--- config.mk ---
export PLATFORM = sky130hd
export DESIGN_NAME = sorted_priority_queue
export DESIGN_NICKNAME = d
export VERILOG_FILES = /design/src/rtl/core/spq_pkg.sv /design/src/rtl/core/spq_cell.sv /design/src/rtl/core/spq_rsp_buf.sv /design/src/rtl/core/sorted_priority_queue.sv
export VERILOG_INCLUDE_DIRS = /design/src /design/src/rtl/core
export SDC_FILE = /design/constraint.sdc
export NUM_CORES = 2
export LEC_CHECK = 0
export BUFFER_PORTS_ARGS = -buffer_cell sky130_fd_sc_hd__buf_2
export CORE_MARGIN = 2
export CORE_UTILIZATION = 44
export CTS_BUF_LIST = sky130_fd_sc_hd__clkbuf_16
export DETAILED_ROUTE_END_ITERATION = 7
export GPL_TIMING_DRIVEN = 0
export PLACE_DENSITY = 0.68
export RECOVER_POWER = 100
export SLEW_MARGIN = 15
export SYNTH_ARGS = -nofsm -noshare
export SYNTH_HDL_FRONTEND = slang
export SYNTH_HIERARCHICAL = 1
export SYNTH_SLANG_ARGS = --single-unit
--- constraint.sdc ---
create_clock -name clock -period 7 [get_ports clock]
set_input_delay 1.4 -clock clock [delete_from_list [all_inputs] [get_ports clock]]
set_output_delay 1.4 -clock clock [all_outputs]
set_load 0.01 [all_outputs]
--- src/rtl/core/sorted_priority_queue_assert.svh ---
// Assertion macros for the sorted priority queue.
// Included by the modules that carry concurrent checks; needs clock and reset in scope.
`ifndef SORTED_PRIORITY_QUEUE_ASSERT_SVH
`define SORTED_PRIORITY_QUEUE_ASSERT_SVH

// expression holds at every edge outside reset
`define SPQ_ASSERT_ALWAYS(lbl, expr, msg) \
   lbl: assert property (@(posedge clock) disable iff (reset) (expr)) else $error(msg);

// consequent holds at the edge after the antecedent
`define SPQ_ASSERT_NEXT(lbl, ante, cons, msg) \
   lbl: assert property (@(posedge clock) disable iff (reset) (ante) |=> (cons)) \
      else $error(msg);

`endif

--- src/rtl/core/spq_pkg.sv ---
// Shared types and constants of the sorted priority queue.
// No dependencies.
package spq_pkg;

   localparam int CAPACITY      = 16;
   localparam int PRIORITY_BITS = 8;
   localparam int COUNT_BITS    = $clog2(CAPACITY + 1);
   localparam int OCC_BITS      = 5;

   localparam logic [7:0] PRIO_MASK =
      (PRIORITY_BITS >= 8) ? 8'hFF : 8'((1 << PRIORITY_BITS) - 1);

   typedef enum logic [1:0] {
      FUNC_ENQ  = 2'd0,
      FUNC_DEQ  = 2'd1,
      FUNC_PEEK = 2'd2,
      FUNC_RSVD = 2'd3
   } func_type;

   typedef enum logic [1:0] {
      STATUS_OK    = 2'd0,
      STATUS_EMPTY = 2'd1,
      STATUS_FULL  = 2'd2,
      STATUS_RSVD  = 2'd3
   } status_type;

   typedef struct packed {
      logic [1:0]         func;
      logic signed [31:0] item_value;
      logic [7:0]         item_priority;
   } req_type;

   typedef struct packed {
      logic signed [31:0]  head_value;
      logic [7:0]          head_priority;
      logic                head_valid;
      logic [1:0]          status;
      logic [OCC_BITS-1:0] occupancy;
   } rsp_type;

   typedef struct packed {
      logic signed [31:0] value;
      logic [7:0]         prio;
   } entry_type;

   // broadcast to every cell
   typedef struct packed {
      logic      enq;
      logic      deq;
      entry_type item;
   } ctrl_type;

endpackage

--- src/rtl/core/spq_cell.sv ---
// One slot of the sorted chain: holds an entry and a used mark.
// Depends on spq_pkg; neighbours are wired by the top level.
module spq_cell import spq_pkg::*; (
   input  logic      clock,
   input  logic      reset,
   input  ctrl_type  ctrl,
   input  entry_type left_entry,
   input  logic      left_used,
   input  logic      left_keep,
   input  entry_type right_entry,
   input  logic      right_used,
   output entry_type entry,
   output logic      used,
   output logic      keep
);

   entry_type entry_ff, entry_in;
   logic      used_ff, used_in;

   assign keep = used_ff && (entry_ff.prio <= ctrl.item.prio);

   always_comb begin
      entry_in = entry_ff;
      used_in  = used_ff;
      if (ctrl.enq) begin
         used_in = used_ff | left_used;
         if (!keep) begin
            entry_in = left_keep ? ctrl.item : left_entry;
         end
      end else if (ctrl.deq) begin
         used_in  = right_used;
         entry_in = right_entry;
      end
   end

   always_ff @(posedge clock) begin
      entry_ff <= entry_in;
      if (reset) begin
         used_ff <= 1'b0;
      end else begin
         used_ff <= used_in;
      end
   end

   assign entry = entry_ff;
   assign used  = used_ff;

endmodule

--- src/rtl/core/spq_rsp_buf.sv ---
// Result output register with a skid stage behind it.
// Depends on spq_pkg and sorted_priority_queue_assert.svh.
`include "sorted_priority_queue_assert.svh"

module spq_rsp_buf import spq_pkg::*; (
   input  logic    clock,
   input  logic    reset,
   input  logic    in_valid,
   input  rsp_type in_data,
   output logic    busy,
   output logic    rsp_valid,
   input  logic    rsp_stall,
   output rsp_type rsp_data
);

   rsp_type out_ff, skid_ff;
   logic    out_valid_ff, skid_valid_ff;
   logic    taken;

   assign taken = out_valid_ff && !rsp_stall;

   always_ff @(posedge clock) begin
      if (reset) begin
         out_valid_ff  <= 1'b0;
         skid_valid_ff <= 1'b0;
      end else begin
         if (taken) begin
            if (skid_valid_ff) begin
               out_ff        <= skid_ff;
               skid_valid_ff <= 1'b0;
            end else begin
               out_valid_ff <= in_valid;
               out_ff       <= in_data;
            end
         end else if (out_valid_ff) begin
            if (in_valid) begin
               skid_ff       <= in_data;
               skid_valid_ff <= 1'b1;
            end
         end else begin
            out_valid_ff <= in_valid;
            out_ff       <= in_data;
         end
      end
   end

   assign busy      = skid_valid_ff;
   assign rsp_valid = out_valid_ff;
   assign rsp_data  = out_ff;

   `SPQ_ASSERT_ALWAYS(a_skid_behind_out, !skid_valid_ff || out_valid_ff,
      "skid beat held with empty output register")
   `SPQ_ASSERT_NEXT(a_skid_drains, skid_valid_ff && taken, !skid_valid_ff,
      "skid beat not moved forward")

endmodule

--- src/rtl/core/sorted_priority_queue.sv ---
// Sorted priority queue: top level, chain of slot cells and result buffer.
// Depends on spq_pkg, spq_cell, spq_rsp_buf and sorted_priority_queue_assert.svh.
//
// Request channel (req_valid, req_stall, req_data): one beat asks for an
// enqueue, a dequeue of the head or a peek (code 3 acts as a peek).
// Response channel (rsp_valid, rsp_stall, rsp_data): exactly one beat per
// request, in request order, carrying the head after the operation (the
// removed entry on dequeue), a status and the occupancy.
// Each slot cell compares the new priority against its own entry, so the whole
// chain takes an enqueue or dequeue in parallel; ties keep arrival order.
// The response of an accepted request goes to the output register, or to the skid stage while the output is held.
// Throughput: one request per cycle while the receiver keeps taking beats.
// A stalled response is held; one further request is taken into the skid
// stage, then req_stall rises until the output drains.
// Reset empties the queue (all used marks and the count cleared) and
// drops any pending response. A full enqueue is dropped with status full.
`include "sorted_priority_queue_assert.svh"

module sorted_priority_queue import spq_pkg::*; (
   input  logic    clock,
   input  logic    reset,
   input  logic    req_valid,
   output logic    req_stall,
   input  req_type req_data,
   output logic    rsp_valid,
   input  logic    rsp_stall,
   output rsp_type rsp_data
);

   entry_type             cell_entry [CAPACITY];
   logic [CAPACITY-1:0]   cell_used;
   logic [CAPACITY-1:0]   cell_keep;
   ctrl_type              ctrl;
   logic                  accept, full, empty, buf_busy;
   logic [COUNT_BITS-1:0] count_ff, count_in;
   rsp_type               rsp_new;

   assign req_stall = buf_busy;
   assign accept    = req_valid && !buf_busy;
   assign full      = cell_used[CAPACITY-1];
   assign empty     = !cell_used[0];

   always_comb begin
      ctrl.item.value = req_data.item_value;
      ctrl.item.prio  = req_data.item_priority & PRIO_MASK;
      ctrl.enq = accept && (req_data.func == FUNC_ENQ) && !full;
      ctrl.deq = accept && (req_data.func == FUNC_DEQ) && !empty;
   end

   for (genvar i = 0; i < CAPACITY; i++) begin : g_cell
      entry_type left_entry, right_entry;
      logic      left_used, left_keep, right_used;
      if (i == 0) begin : g_first
         assign left_entry = ctrl.item;
         assign left_used  = 1'b1;
         assign left_keep  = 1'b1;
      end else begin : g_inner
         assign left_entry = cell_entry[i-1];
         assign left_used  = cell_used[i-1];
         assign left_keep  = cell_keep[i-1];
      end
      if (i == CAPACITY - 1) begin : g_last
         assign right_entry = cell_entry[i];
         assign right_used  = 1'b0;
      end else begin : g_mid
         assign right_entry = cell_entry[i+1];
         assign right_used  = cell_used[i+1];
      end
      spq_cell u_cell (
         .clock       (clock),
         .reset       (reset),
         .ctrl        (ctrl),
         .left_entry  (left_entry),
         .left_used   (left_used),
         .left_keep   (left_keep),
         .right_entry (right_entry),
         .right_used  (right_used),
         .entry       (cell_entry[i]),
         .used        (cell_used[i]),
         .keep        (cell_keep[i])
      );
   end

   always_comb begin
      count_in = count_ff;
      if (ctrl.enq) begin
         count_in = count_ff + 1'b1;
      end else if (ctrl.deq) begin
         count_in = count_ff - 1'b1;
      end
   end

   always_ff @(posedge clock) begin
      if (reset) begin
         count_ff <= '0;
      end else begin
         count_ff <= count_in;
      end
   end

   always_comb begin
      rsp_new.head_value    = cell_entry[0].value;
      rsp_new.head_priority = cell_entry[0].prio;
      rsp_new.head_valid    = 1'b1;
      rsp_new.status        = STATUS_OK;
      rsp_new.occupancy     = OCC_BITS'(count_in);
      case (func_type'(req_data.func))
         FUNC_ENQ: begin
            if (full) begin
               rsp_new.status = STATUS_FULL;
            end else if (!cell_keep[0]) begin
               rsp_new.head_value    = ctrl.item.value;
               rsp_new.head_priority = ctrl.item.prio;
            end
         end
         default: begin
            if (empty) begin
               rsp_new.head_value    = '0;
               rsp_new.head_priority = '0;
               rsp_new.head_valid    = 1'b0;
               rsp_new.status        = STATUS_EMPTY;
            end
         end
      endcase
   end

   spq_rsp_buf u_rsp_buf (
      .clock     (clock),
      .reset     (reset),
      .in_valid  (accept),
      .in_data   (rsp_new),
      .busy      (buf_busy),
      .rsp_valid (rsp_valid),
      .rsp_stall (rsp_stall),
      .rsp_data  (rsp_data)
   );

   `SPQ_ASSERT_ALWAYS(a_count_matches, count_ff == COUNT_BITS'($countones(cell_used)),
      "entry count differs from used marks")
   `SPQ_ASSERT_ALWAYS(a_used_prefix, (cell_used & (cell_used + 1'b1)) == '0,
      "used marks not packed towards the head")
   `SPQ_ASSERT_NEXT(a_enq_grows, ctrl.enq, count_ff == $past(count_ff) + 1'b1,
      "enqueue did not add one entry")
   `SPQ_ASSERT_NEXT(a_deq_shrinks, ctrl.deq, count_ff == $past(count_ff) - 1'b1,
      "dequeue did not remove one entry")

endmodule

==> results by group <==
Floorplan
  – # IOs: 96
  – Die W: 314.5 um
  – Die height: 314.5 um
  – Core Box Area: 0.09529 mm^2
  – Area of the die: 0.09891 mm^2
  – Starting Density: 0.4451
  – FP Rows: 113

Final layout
  – Layout Cell Area excl Fill: 0.04711 mm^2
  – Final std cells w/o fill: 5,293
  – Syn-to-layout area delta: 11.05%
  – Layout cell share with drive strength beyond 1: 0.07882
  – Nets: 4,132
  – Most frequent cells in the layout: 765 x a21oi_1, 736 x edfxtp_1, 696 x nor2_1, 640 x mux2i_1, 185 x clkbuf_1
  – Most common cell after layout, fill and taps aside: a21oi_1

Timing
  – Slew HR: -0.2690
  – Final setup vio count: 0
  – Clock Skew: 19.88 ps
  – Max-slew violations: 209
  – Slew @ Worst Pin: 1904 ps
  – FMAX: 0.1895 GHz
  – Period utilization: 0.7539
  – RSZ-0062 raised after global routing: no
  – Final Hold Fails: 0
  – Final min period: 5277 ps

Place
  – Placed Instances: 5,137
  – # port buffers: 95
  – Placed inst area: 0.04498 mm^2
  – Placed wire-length estimate: 70,380 um
  – Final Wtd Congestion: 0.8294

Clocking
  – CTS tree: done
  – Post-CTS sizing: 0
  – Num Clock Sinks: 759
  – Hold-fix buffers, CTS: 0
  – H-tree levels: 3
  – Skew-Pair Late Insertion Delay: 630 ps
  – CTS root buf: clkbuf_16
  – Clk pin slew, worst setup/hold paths: 60 ps
  – Max clock buf depth: 3
  – Num CTS Buffers: 82
  – Post-CTS setup buffer count: 0

Worst hold path
  – Hold Path Class: flop to flop
  – HP Start: u_rsp_buf/skid_ff[34]

Route
  – Pre-Repair DR Iteration Count: 7
  – DRT Wirelength: 90,170 um
  – Drt initial violations: 1,901
  – # DRC: 0
  – Via total after detailed routing: 27,080
  – Antenna Nets Post-Route: 0
  – Drt wl/cell: 17.04 um
  – Number of vias per cell: 5.115

Synthesis
  – Mapped Area: 0.04242 mm^2
  – Cells after Synth: 3,751
  – Avg Inst Size Synth: 11.31 um^2
  – Synth warn: 6

GRT
  – Largest net degree at the start of global routing: 35
  – First-pass GRT wire length: 143,700 um
  – Antenna violations before repair: 5
  – GRT Total Usage: 0.1798
  – GRT overflow: 0
  – Number of global-route vias before repair: 27,160

Setup path
  – WS Path Type: input pin to flop
  – Critical Path Start: req_data[1]
  – FF-to-FF Start: g_cell[15].u_cell/used
  – Critical Path Fanout Max: 34
  – Crit. End Element: flop
  – Worst EP required: 7490 ps
  – Worst Path Arrival: 5760 ps
  – Startpoint Class: input pin

Power
  – Switching power: 2585 uW
  – LEAKAGE: 0.01641 uW
  – Power density over the cells: 227.9 mW/mm^2
  – Net Sw Frac: 0.2408
  – Worst-case vdd ir drop: 0.1695 mV
  – Clock Power Share: 0.391
  – Int Pwr: 8148 uW
  – Sequential power share: 0.498
  – Comb power frac: 0.112

Outcome
  – Violated checks: max-capacitance violations, max-slew violations
  – Status: finished, violations left

Flow run
  – Max Cap Viol: 7
## final cells by class
| type | instances | area (um^2) |
|---|---|---|
| fill | 8806 | 48190 |
| sequential | 759 | 22560 |
| multi-input combinational | 2603 | 16870 |
| buffer | 242 | 2215 |
| clock buffer | 85 | 2127 |
| tap | 1265 | 1583 |
| timing repair buffer | 120 | 704.4 |
| inverter | 148 | 555.5 |
| clock inverter | 65 | 476.7 |
| antenna | 6 | 15.01 |
## flip-flops by register name, summed over array words and instances (netlist names)
signal and cells:
count_ff 5, u_rsp_buf/busy 1, g_cell.u_cell/used 16, u_rsp_buf/rsp_valid 1
u_rsp_buf/rsp_data 48, u_rsp_buf/skid_ff 48, g_cell.u_cell/entry 640
## per-layer routing
layer / global-route usage / vias to the layer above / part of all wire
met5: 0 / - / 0
met4: 0.05563 / 0 / 0.024
met3: 0.02279 / 129 / 0.036
met2: 0.3035 / 510 / 0.47
met1: 0.2410 / 12340 / 0.47
li1: - / 14090 / -
## stage by stage
step	power (uW)	utilization	setup TNS, ps	hold WS (ps)	setup slack, ps
global route	11180	0.4943	0	550.5	1355
floorplan	6276	-	0	524.6	1436
finish	10730	0.4943	0	526.9	1723
detailed placement	6656	0.4720	0	531.7	2233
CTS	10860	0.4993	0	546.6	2885
global placement	6595	0.4668	-1038940	529.4	-1576
## critical path, stage by stage
cell,delay [ps]
clkbuf_1,1190
inv_1,120
ha_1,360
nor2b_1,120
o211ai_1,90
a21oi_1,240
o21ai_0,250
nor4_1,690
clkbuf_1,360
clkbuf_1,380
nand2_1,100
a21oi_1,210
mux2_2,200
## power by group through the flow
stage	registers [uW]	clock network, uW	logic (uW)
2_1_floorplan	5410	0	870
3_3_place_gp	5430	0	1160
3_5_place_dp	5430	0	1230
4_1_cts	5340	4290	1230
5_1_grt	5360	4480	1340
6_report	5340	4200	1200
## worst paths after layout
kind | endpoint | slack [ps] | cells after the start
hold reg to reg | u_rsp_buf/rsp_data[34] | 530 | 1
setup / recovery | u_rsp_buf/rsp_data[21] | 1720 | 13
setup reg to reg | g_cell[9].u_cell/entry[13] | 2240 | 7
hold / removal | u_rsp_buf/rsp_data[34] | 530 | 1
No activity file was read; power rests on OpenSTA's default activity.
